$ cat config.mk
export PLATFORM = sky130hd
export DESIGN_NAME = sjb_ctrl
export DESIGN_NICKNAME = d
export VERILOG_FILES = /design/src/rtl/sjb_pkg.sv /design/src/rtl/sjb_ctrl.sv
export SDC_FILE = /design/constraint.sdc
export NUM_CORES = 1
export LEC_CHECK = 0
export ABC_AREA = 0
export CORE_AREA = 4 4 41 43
export DETAILED_ROUTE_END_ITERATION = 8
export DIE_AREA = 0 0 45 47
export DONT_BUFFER_PORTS = 1
export PLACE_DENSITY = 0.51
export SYNTH_ARGS = -nofsm -noshare
export SYNTH_HDL_FRONTEND = slang
export SYNTH_SLANG_ARGS = --single-unit
export TNS_END_PERCENT = 1
$ cat constraint.sdc
create_clock -name clk -period 2.4 [get_ports clk]
set_input_delay 0.12 -clock clk [delete_from_list [all_inputs] [get_ports clk]]
set_output_delay 0.12 -clock clk [all_outputs]
set_load 0.02 [all_outputs]
$ cat src/rtl/sjb_pkg.sv
// Shared constants, command codes and controller/datapath interface types
// for the sequence-slot jitter buffer. No dependencies.
package sjb_pkg;

    // Number of frame slots; must be a power of two so the slot is the low
    // bits of the sequence number.
    localparam int SLOTS       = 256;
    // Number of 64-bit words in one frame.
    localparam int FRAME_WORDS = 20;

    localparam int SLOT_W    = $clog2(SLOTS);
    localparam int MEM_DEPTH = SLOTS * FRAME_WORDS;
    localparam int ADDR_W    = $clog2(MEM_DEPTH);
    // Word counter width: holds FRAME_WORDS itself and covers the 5-bit index field.
    localparam int CNT_W     = ($clog2(FRAME_WORDS + 1) > 5) ? $clog2(FRAME_WORDS + 1) : 5;

    // Command codes of the input word.
    localparam logic CMD_WRITE = 1'b0;
    localparam logic CMD_TICK  = 1'b1;

    // Commands from the controller to the datapath.
    typedef struct packed {
        logic             write_en;
        logic             start_hit;
        logic             start_miss;
        logic             read_en;
        logic [CNT_W-1:0] read_idx;
        logic             read_last;
    } ctrl_cmd_t;

    // Status from the datapath to the controller.
    typedef struct packed {
        logic slot_hit;
        logic rd_free;
    } dp_status_t;

endpackage

$ cat src/rtl/sjb_ctrl.sv
// Controller state machine of the jitter buffer: input handshake and the
// word sequencer for frame playout. Depends on sjb_pkg.
module sjb_ctrl (
    input  logic                clk,
    input  logic                rst_n,
    input  logic                in_valid,
    output logic                in_ready,
    input  logic                command,
    input  sjb_pkg::dp_status_t status,
    output sjb_pkg::ctrl_cmd_t  cmd
);

    localparam logic ST_IDLE = 1'b0;
    localparam logic ST_PLAY = 1'b1;

    logic                      state_reg;
    logic                      state_next;
    logic [sjb_pkg::CNT_W-1:0] cnt_reg;
    logic [sjb_pkg::CNT_W-1:0] cnt_next;

    // Writes are always taken when idle; a tick needs room in the read stage.
    assign in_ready = (state_reg == ST_IDLE)
                      && ((command == sjb_pkg::CMD_WRITE) || status.rd_free);

    // Next-state and command decode.
    always_comb
    begin
        state_next         = state_reg;
        cnt_next           = cnt_reg;
        cmd.write_en       = 1'b0;
        cmd.start_hit      = 1'b0;
        cmd.start_miss     = 1'b0;
        cmd.read_en        = 1'b0;
        cmd.read_idx       = '0;
        cmd.read_last      = 1'b0;
        unique case (state_reg)
            ST_IDLE:
            begin
                if (in_valid && in_ready)
                begin
                    if (command == sjb_pkg::CMD_WRITE)
                    begin
                        cmd.write_en = 1'b1;
                    end
                    else if (status.slot_hit)
                    begin
                        cmd.start_hit = 1'b1;
                        cmd.read_en   = 1'b1;
                        cmd.read_last = (sjb_pkg::FRAME_WORDS == 1);
                        if (sjb_pkg::FRAME_WORDS > 1)
                        begin
                            state_next = ST_PLAY;
                            cnt_next   = sjb_pkg::CNT_W'(1);
                        end
                    end
                    else
                    begin
                        cmd.start_miss = 1'b1;
                    end
                end
            end
            ST_PLAY:
            begin
                if (status.rd_free)
                begin
                    cmd.read_en   = 1'b1;
                    cmd.read_idx  = cnt_reg;
                    cmd.read_last = (cnt_reg == sjb_pkg::CNT_W'(sjb_pkg::FRAME_WORDS - 1));
                    if (cmd.read_last)
                    begin
                        state_next = ST_IDLE;
                    end
                    else
                    begin
                        cnt_next = cnt_reg + sjb_pkg::CNT_W'(1);
                    end
                end
            end
            default:
            begin
                state_next = ST_IDLE;
            end
        endcase
    end

    // State and word counter registers.
    always_ff @(posedge clk or negedge rst_n)
    begin
        if (!rst_n)
        begin
            state_reg <= ST_IDLE;
            cnt_reg   <= '0;
        end
        else
        begin
            state_reg <= state_next;
            cnt_reg   <= cnt_next;
        end
    end

endmodule

==> results of run 1 <==
## worst paths after layout
kind,start,end,slack [ps],depth (start not counted)
hold reg to reg,cnt_reg[3]$_DFFE_PN0P_,cnt_reg[3]$_DFFE_PN0P_,570,1
min in group asynchronous,rst_n,cnt_reg[2]$_DFFE_PN0P_,190,1
max in group asynchronous,rst_n,state_reg$_DFF_PN0_,1980,1
hold / removal,status[0],state_reg$_DFF_PN0_,50,2
setup / recovery,cnt_reg[1]$_DFFE_PN0P_,cmd[0],720,3
setup reg to reg,cnt_reg[0]$_DFFE_PN0P_,cnt_reg[1]$_DFFE_PN0P_,950,4
## layer usage
layer	vias up	track usage, %	part of all wire, %
met2	17	13.8	44
met1	166	12.6	46
met4	0	7.02	2.1
li1	183	-	-
met5	-	0	0
met3	2	4.21	8.0
## area by class of cell
class	count	area share [%]
repair buffers	2	3.73
clock buffers	3	4.80
multi-input cells	35	53.1
well taps	15	4.00
inverters	3	2.40
flip-flops and latches	6	32.0
## cell usage in the layout, fill, tap and decap left out
cell type,Yosys,final
a211o_1,3,3
a21boi_0,1,1
a21o_1,1,1
a21oi_1,1,1
a221o_1,1,1
and3_1,8,8
and3_4,1,1
and4bb_4,1,1
buf_4,0,1
clkbuf_4,0,3
dfrtp_1,6,6
dlygate4sd3_1,0,1
ha_1,1,1
inv_1,3,3
mux2i_1,1,1
nand2_1,3,3
nand3_1,2,2
nor2b_1,3,3
nor3_1,2,2
nor3b_1,3,3
nor4_1,1,1
nor4b_1,1,1
o21ai_1,1,1
## worst register-to-register path: stages (launching register included)
cell,delay (ps)
dfrtp_1,420
ha_1,260
and4bb_4,230
and3_4,170
a211o_1,250
## cell families (layout without fill, tap and decap cells)
family,after synthesis,after routing
flops,6,6
fa+ha+maj,1,1
buf+inv,4,8
mux,1,1
simple gates,25,25
compound gates,8,8
## per-stage QoR
step                      hold WS, ps  setup slack (ps)  total power [W]
after floorplan                  -176               946         0.000455
after detailed placement         -175               947         0.000505
after global routing             51.3               627         0.000649
after global placement           -175               963         0.000492
after CTS                        45.1               695         0.000605
final                            51.9               718         0.000596
## power groups by stage
stage	registers (W)	clock network [W]	logic, W
6_report	0.000241	0.0000941	0.000262
3_3_place_gp	0.000234	0	0.000258
3_5_place_dp	0.000243	0	0.000262
4_1_cts	0.000241	0.0000989	0.000266
5_1_grt	0.000254	0.000105	0.000289
2_1_floorplan	0.000205	0	0.000251
==> impl_results.md, run 1 <==
- # placed instances: 60
- Worst-case clock buffer depth: 2
- Mapped Cells: 45
- Startpoint types: register
- Setup Fix Bufs, Post-CTS: 0
- Critical Path Max Stage Delay: 410 ps
- Clock skew: 3.85 ps
- Final Hold Viols: 0
- Top cell type's share of synthesized area: 36.3%
- First-pass GRT wire length: 1480 um
- Pin count of the biggest net entering global routing: 18
- Arrival time at the worst endpoint: 1560 ps
- Router iterations before antenna repair: 2
- Synth Area in XOR/XNOR: 0%
- Setup crit end kind: output port
- Crit Path Max Fanout: 6
- Slew Viols, Final: 0
- Post-synth EDFFs: 0
- Req. time, crit path: approximately 2300 ps
- Post-synth top area cell: dfrtp_1
- Min Clock Period, post-route: between 1500 and 2000 ps
- Placement Rows: 13
- Leading post-synthesis cells by cell area: dfrtp_1 36%, and3_1 12%, a211o_1 6.3%
- Largest register FFs: 5
- Mapped Nets: 52
- Fin Setup TNS: 0 ps
- Unique masters post-synth: 21
- Post-synth top cells: 8 x and3_1, 6 x dfrtp_1
- Area of the multi-input gates: ~250 sq um
- # setup viols final: 0
- Largest delay share family, worst path: simple AND/OR/NAND/NOR gates
- H-Tree Depth: 1
- Gate power share: around 44%
- Post-route DRC: 0
- Root buf cell: clkbuf_4
- Kind of critical path: reg2out
- Post-layout util: 36.1%
- Clk slew on worst S/H paths: 50 ps
- Die W: 45 um
- P_leak: ~0.22 nW
- Routed length per instance: roughly 14 um
- Vias in the first global route: 348
- Finished Layout Cells: 64
- FF+latch count, synth: 6
- Part of the power in registers: 40.4%
- Crit-path cells: ha_1, and4bb_4, nor2b_1
- Adder and majority gate portion of the synthesized area: 3.02%
- Layout Nets: 58
- Sw frac: 44.5%
- Peak Freq: 595 MHz
- Syn avg cell area: 9.20 sq um
- Total number of vias: 368
- Pint: about 0.00033 W
- HP Class: in2reg
- Cts hold-fix bufs: 1
- Boundary Pins: 17
- Async S/R FF share, synth: 100%
- Synth Flop Type: dfrtp_1
- Worst-Margin Slew: 755 ps
- Antenna diodes: 0
- Storage element area: 150 sq um
- IO Port Bufs: 0
- Max-Cap Viols: 0
- Worst path bufs/invs: 0
- Die H: 47 um
- Max rail drop VDD: 0.420 mV
- Starting DRC count in detailed routing: 2
- Initial Utilization: 31.8%
- Via density per instance: 5.75
- Compound-gate portion of the synthesized area: 14.8%
- Synth Area in Simple Gates: 39.9%
- Die Area: 0.00212 sq mm
- Max-slew headroom: 49.6%
- Share of layout cells above drive strength 1: roughly an eighth
- Hpwl dp: approximately 720 um
- Status: finished, final reports clean
- Initial antenna violation count: 0
- DP Area: 437 sq um
- CTS buffer count: 3
- Placer Congestion: 0.707
- Multiplexer area fraction after synthesis: under 10%
- Sequential share of the synthesized area: 36.3%
- Post-route ant nets: 0
- YS warnings: 0
- GR Overflow Total: 0
- GRT Overall Usage: 10.0%
- Crit path max-delay cell type: dfrtp_1
- PostCTS Resize Cnt: 0
- CTS tree: yes
- WL final: 924 um
- RSZ-0062 raised after global routing: no
- Clock Sinks: 6
- Cell Area, Synth: 414 sq um
- Filler Cell Count: between 100 and 150
- Core ar.: 0.00130 sq mm
- Clk_lat worst skew: 240 ps
- Finished Cell Area: 469 sq um
- Count leader, synth: and3_1
- PwrDens: 1270 mW/mm^2
- Power share of the clock group: 15.8%
- Area grow syn2layout: 13.3%
- Final Cycle Share: 70.1%
- Largest family of logic cells by synthesized area: simple AND/OR/NAND/NOR gates
- Total net switching power: roughly 0.00027 W
No activity file was read; power rests on OpenSTA's default activity.
==> run 2, diff against run 1 <==
--- a/config.mk
+++ b/config.mk
@@ -5,12 +5,12 @@
 export SDC_FILE = /design/constraint.sdc
 export NUM_CORES = 1
 export LEC_CHECK = 0
-export ABC_AREA = 0
+export ABC_AREA = 1
 export CORE_AREA = 4 4 41 43
 export DETAILED_ROUTE_END_ITERATION = 8
 export DIE_AREA = 0 0 45 47
 export DONT_BUFFER_PORTS = 1
-export PLACE_DENSITY = 0.51
+export PLACE_DENSITY = 0.55
 export SYNTH_ARGS = -nofsm -noshare
 export SYNTH_HDL_FRONTEND = slang
 export SYNTH_SLANG_ARGS = --single-unit
==> constraint.sdc (replaced) <==
create_clock -name clk -period 1.64 [get_ports clk]
set_input_delay 0.082 -clock clk [delete_from_list [all_inputs] [get_ports clk]]
set_output_delay 0.082 -clock clk [all_outputs]
set_load 0.02 [all_outputs]
==> run 2 against run 1 <==
Compared with the run above:
- register-to-register slack lost 600 ps
- final area grew 15%
- critical path depth grew 2
- largest power group unchanged
- via count grew 15%
- largest cell class unchanged
- routed wire length grew 4.9%
- sequential power grew 27%
- first-iteration DRC count grew 100%
==> impl_results.md, run 2 <==
- Die W: 45 um (unchanged)
- Async S/R FF share, synth: 100% (unchanged)
- Cell Area, Synth: 473 sq um (+14%)
- Area grow syn2layout: 14.0%
- Final Hold Slack: 80.6 ps (+28.7 ps)
- Count leader, synth: nand2_1
- Max rail drop VDD: 0.717 mV (+71%)
- Finished Layout Cells: 89 (+39%)
- Post-layout util: 41.4% (+5.4 points)
- Post-synth top area cell: dfrtp_1
- Initial antenna violation count: 0 (unchanged)
- Kind of critical path: reg2out
- Clock Sinks: 6 (unchanged)
- IO Port Bufs: 0 (unchanged)
- Crit Reg-Reg Endpoint: cnt_reg[4]$_DFFE_PN0P_
- Mapped Nets: 75 (+44%)
- Worst hold stages: 4 (+2)
- H-Tree Depth: 1 (unchanged)
- Status: finished, final reports clean
- RR Startpoint: cnt_reg[0]$_DFFE_PN0P_
- Most frequent cells in the layout: 19 x nand2_1, 13 x nor2_1, 8 x inv_1, 6 x nand3_1, 6 x dfrtp_1
- Hpwl dp: 803 um (+12%)
- Starting DRC count in detailed routing: 4 (+2)
- Share of layout cells above drive strength 1: 20.3% (+8.0 points)
- Filler Cell Count: 145 (unchanged)
- Slew Viols, Final: 0 (unchanged)
- Max-slew headroom: 68.7% (+19 points)
- Setup Fix Bufs, Post-CTS: 0 (unchanged)
- PwrDens: 1600 mW/mm^2 (+26%)
- Clock skew: 2.81 ps (-1.04 ps)
- First-pass GRT wire length: 1680 um (+14%)
- Syn avg cell area: 6.96 sq um (-24%)
- Startpoint types: register
- Peak Freq: 677 MHz
- CTS buffer count: 3 (unchanged)
- Die Area: 0.00212 sq mm (unchanged)
- Synth Flop Type: dfrtp_1
- Max-Cap Viols: 0 (unchanged)
- CTS tree: yes
- Sequential share of the synthesized area: 31.7% (-4.5 points)
- Vias in the first global route: 388 (+11%)
- Storage element area: 150 sq um (unchanged)
- Placer Congestion: 0.787 (+11%)
- Boundary Pins: 17 (unchanged)
- Pin count of the biggest net entering global routing: 9 (-9)
- P_leak: 0.284 nW (+29%)
- Setup crit end kind: output port
- Placement Rows: 13 (unchanged)
- Clk slew on worst S/H paths: 40 ps (about the same)
- YS warnings: 0 (unchanged)
- Initial Utilization: 36.3% (+4.5 points)
- Area of the multi-input gates: 284 sq um (+14%)
- # setup viols final: 0 (unchanged)
- Post-synth top cells: 19 x nand2_1, 13 x nor2_1, 8 x inv_1
- Core ar.: 0.00130 sq mm (unchanged)
- Post-synth EDFFs: 0 (unchanged)
- Unique masters post-synth: 16 (-24%)
- Hold Startpoint: command
- Largest register FFs: 5 (unchanged)
- Fin Setup TNS: 0 ps (unchanged)
- WL final: 969 um (+4.9%)
- FF+latch count, synth: 6 (unchanged)
- Req. time, crit path: 1560 ps (-720 ps)
- GR Overflow Total: 0 (unchanged)
- Commonest non-fill, non-tap cell in the layout: nand2_1
- Root buf cell: clkbuf_4
- Post-route ant nets: 0 (unchanged)
- Leading post-synthesis cells by cell area: dfrtp_1 32%, nand2_1 15%, nor2_1 10%
- HP Class: in2reg
- Clk_lat worst skew: 240 ps (about the same)
- Final Hold Viols: 0 (unchanged)
- PostCTS Resize Cnt: 0 (unchanged)
- Crit Path Max Fanout: 5 (-1)
- Mapped Cells: 68 (+51%)
- RSZ-0062 raised after global routing: no
- Min Clock Period, post-route: 1480 ps
- Top cell type's share of synthesized area: 31.7% (-4.5 points)
- Layout Nets: 83 (+43%)
- GRT Overall Usage: 11.1% (+1.0 points)
- Cts hold-fix bufs: 1 (unchanged)
- Antenna diodes: 0 (unchanged)
- Arrival time at the worst endpoint: 1400 ps (-160 ps)
- Worst R2R Path Depth: 9 (+5)
- Worst-case clock buffer depth: 2 (unchanged)
- # placed instances: 85 (+42%)
- Routed length per instance: 10.9 um (-25%)
- Via density per instance: 4.78 (-17%)
- Total power draw: 0.000862 W (+45%)
- Final Cycle Share: about nine tenths
- Die H: 47 um (unchanged)
- Worst-Margin Slew: 471 ps (-284 ps)
- Launch point of the worst path: cnt_reg[0]$_DFFE_PN0P_
- Post-route DRC: 0 (unchanged)
- FF-to-FF setup slack: 350 ps (-600 ps)
- Total number of vias: 425 (+15%)
- Hold endpoint: state_reg$_DFF_PN0_
- Router iterations before antenna repair: 2 (unchanged)
[run 2: cell types whose count changed in the layout (fill, tap and decap cells not counted), moves of 4 or more]
| cell | before | now |
|---|---|---|
| and3_1 | 8 | 0 |
| inv_1 | 3 | 8 |
| nand2_1 | 3 | 19 |
| nand3_1 | 2 | 6 |
| nor2_1 | 0 | 13 |
[run 2: cell type report]
type	count	share of cell area (%)
multi-input combinational	52	52.7
sequential	6	27.8
inverter	10	7.19
timing repair buffer	3	4.64
clock buffer	3	4.18
tap	15	3.48
[run 2: logic make-up (layout without fill, tap and decap cells)]
kind of cell | after synthesis | count (layout) | synth area share (%)
AO/OA/AOI/OAI | 4 | 4 | 4.23
buffers and inverters | 10 | 16 | 8.20
adder cells (fa/ha/maj) | 1 | 1 | 2.65
AND/OR/NAND/NOR | 47 | 47 | 53.2
flip-flops | 6 | 6 | 31.7
[run 2: worst max-delay path: stages (launching register included)]
cell     delay (ps)
dfrtp_1         410
ha_1            230
nand2_1          60
inv_1            80
nand2_4          60
nor2_1          310
[run 2: report_power, final]
group          internal (W)  switching [W]
Sequential         0.000216      0.0000900
Combinational      0.000137       0.000291
Clock             0.0000822      0.0000449
[run 2: how the worst max path moves through the flow]
stage | endpoint | slack, ps
CTS | cmd[0] | 150
global route | cmd[0] | 20
global placement | cnt_reg[1]$_DFFE_PN0P_ | 370
floorplan | cmd[6] | 320
detailed placement | cnt_reg[4]$_DFFE_PN0P_ | 360
finish | cmd[0] | 160
[run 2: stage by stage]
stage | cell area [sq um] | setup WS (ps)
after floorplan | 473 | 320
after global placement | 507 | 370
after detailed placement | 507 | 361
after CTS | 539 | 148
after global routing | 539 | 21.0
final | 539 | 162
[run 2: routing by layer]
layer,share of wire [%],routed length [um],track usage (%)
met1,50,485,15.4
met2,44,424,15.3
met3,4.6,45,1.53
met4,1.4,14,8.77
met5,0,0,0
==> run 3, diff against run 2 <==
--- a/config.mk
+++ b/config.mk
@@ -5,12 +5,11 @@
 export SDC_FILE = /design/constraint.sdc
 export NUM_CORES = 1
 export LEC_CHECK = 0
-export ABC_AREA = 1
 export CORE_AREA = 4 4 41 43
 export DETAILED_ROUTE_END_ITERATION = 8
 export DIE_AREA = 0 0 45 47
 export DONT_BUFFER_PORTS = 1
-export PLACE_DENSITY = 0.55
+export PLACE_DENSITY = 0.51
 export SYNTH_ARGS = -nofsm -noshare
 export SYNTH_HDL_FRONTEND = slang
 export SYNTH_SLANG_ARGS = --single-unit
==> run 3 against run 2 <==
Compared with the run above:
- count of clock-buffer cells in the layout stayed put
- power is 8.8% higher
- worst setup slack worse by 59 ps
- worst hold slack worse by 73 ps
- clock power is 9% higher
- sequential share of layout area is 1.2 points higher
- sequential power is 6.5% higher
- first-iteration DRC count is 50% lower
- via count is 8.0% lower
- critical path type unchanged
- highest routed layer is now met3
==> impl_results.md, run 3 (same netlist as run 1, synthesis figures left out) <==
- Area grow syn2layout: 24.8%
- Die W: 45 um (unchanged)
- Total number of vias: 391 (-8.0%)
- Most frequent cells in the layout: 8 x and3_1, 7 x buf_4, 6 x dfrtp_1
- Placer Congestion: 0.709 (-9.9%)
- RR Startpoint: cnt_reg[0]$_DFFE_PN0P_
- PwrDens: 1810 mW/mm^2 (+14%)
- Total power draw: 0.000938 W (+8.8%)
- Crit Path Max Fanout: 6 (+1)
- Vias in the first global route: 407 (+4.9%)
- Initial Utilization: 31.8% (-4.5 points)
- Die Area: 0.00212 sq mm (unchanged)
- Storage element area: 150 sq um (unchanged)
- Commonest non-fill, non-tap cell in the layout: and3_1
- Die H: 47 um (unchanged)
- Routed length per instance: 14.4 um (+32%)
- Peak Freq: 651 MHz (-3.9%)
- Pin count of the biggest net entering global routing: 10 (+1)
- Kind of critical path: reg2out
- Worst-Margin Slew: 458 ps (-12.3 ps)
- Final WS setup: 103 ps (-59.2 ps)
- Worst-case clock buffer depth: 2 (unchanged)
- P_leak: 0.249 nW (-12%)
- Starting DRC count in detailed routing: 2 (-2)
- Core ar.: 0.00130 sq mm (unchanged)
- Post-route ant nets: 0 (unchanged)
- Via density per instance: 5.59 (+17%)
- Launch point of the worst path: cnt_reg[0]$_DFFE_PN0P_
- Clock Sinks: 6 (unchanged)
- Max-slew headroom: 69.5% (+0.82 points)
- CTS tree: yes
- Root buf cell: clkbuf_4
- GR Overflow Total: 0 (unchanged)
- GRT Overall Usage: 11.2% (+0.12 points)
- Worst slack at placement: 194 ps (-167 ps)
- Post-route DRC: 0 (unchanged)
- Layout Nets: 64 (-23%)
- Max-Cap Viols: 0 (unchanged)
- Clock skew: 1.81 ps (-0.996 ps)
- Post-layout util: 39.7% (-1.7 points)
- Min Clock Period, post-route: 1540 ps (+59.2 ps)
- IO Port Bufs: 0 (unchanged)
- Max rail drop VDD: 0.610 mV (-15%)
- First-pass GRT wire length: 1700 um (+1.3%)
- Final Hold Slack: 7.38 ps (-73.2 ps)
- RSZ-0062 raised after global routing: no
- Slew Viols, Final: 0 (unchanged)
- WL final: 1010 um (+4.0%)
- Fin Setup TNS: 0 ps (unchanged)
- Boundary Pins: 17 (unchanged)
- Setup crit end kind: output port
- Startpoint types: register
- Share of layout cells above drive strength 1: 23.6% (+3.4 points)
- Req. time, crit path: 1560 ps (about the same)
- Arrival time at the worst endpoint: 1450 ps (+50 ps)
- Initial antenna violation count: 0 (unchanged)
- Filler Cell Count: 148 (+2.1%)
- # setup viols final: 0 (unchanged)
- CTS buffer count: 3 (unchanged)
- H-Tree Depth: 1 (unchanged)
- Final Cycle Share: 93.7% (+3.6 points)
- Clk_lat worst skew: 250 ps (about the same)
- Clk slew on worst S/H paths: 40 ps (about the same)
- Largest register FFs: 5 (unchanged)
- Area of the multi-input gates: 251 sq um (-11%)
- Placement Rows: 13 (unchanged)
- Hold Startpoint: status[0]
- Antenna diodes: 0 (unchanged)
- HP Class: in2reg
- Router iterations before antenna repair: 4 (+2)
- Status: finished, final reports clean
- Final Hold Viols: 0 (unchanged)
run 3: layout make-up:
class                           instances  area share (%)
Clock buffer                            3            4.36
Tap cell                               15            3.63
Inverter                                3            2.18
Multi-Input combinational cell         35            48.7
Timing Repair Buffer                    8            12.1
Sequential cell                         6            29.1
run 3: per-layer routing:
metal,wire length [um],vias to the layer above,global-route usage (%)
met5,0,-,0
met4,0,0,3.51
li1,-,190,-
met2,464,20,18.1
met3,126,0,7.28
met1,417,181,12.0
run 3: report_power, final:
part / leakage [nW] / internal (W) / total [W] / switching (W)
clock network: 0.0138 / 0.0000830 / 0.000139 / 0.0000564
registers: 0.0676 / 0.000224 / 0.000326 / 0.000101
logic: 0.168 / 0.000229 / 0.000473 / 0.000244
total: 0.249 / 0.000536 / 0.000938 / 0.000402
run 3: worst paths after layout:
check | end | slack, ps | cells after the start
worst max-delay path | cmd[0] | 100 | 4
worst min-delay path | state_reg$_DFF_PN0_ | 7 | 2
worst max register to register | cnt_reg[1]$_DFFE_PN0P_ | 230 | 4
worst min register to register | cnt_reg[4]$_DFFE_PN0P_ | 560 | 1
max in group asynchronous | cnt_reg[1]$_DFFE_PN0P_ | 1260 | 1
min in group asynchronous | cnt_reg[2]$_DFFE_PN0P_ | 150 | 1
run 3: per-stage QoR:
stage / instances / area, sq um
3_3_place_gp: 65 / 474
4_1_cts: 69 / 507
6_report: 70 / 517
3_5_place_dp: 65 / 474
2_1_floorplan: 45 / 414
5_1_grt: 70 / 517
run 3: worst max-delay path, cell delays in order, from the launching register on:
cell and delay [ps]:
dfrtp_1 410, ha_2 230, and4bb_4 280, nor2b_1 140
buf_4 150
run 3: repair_timing:
item / 4_1_cts / 5_1_grt
hold buffers: 1 / 0
setup buffers: 0 / 1
resized for setup: 0 / 1
setup endpoints to repair: 0 / 1
endpoints found under the hold margin: 6 / 0
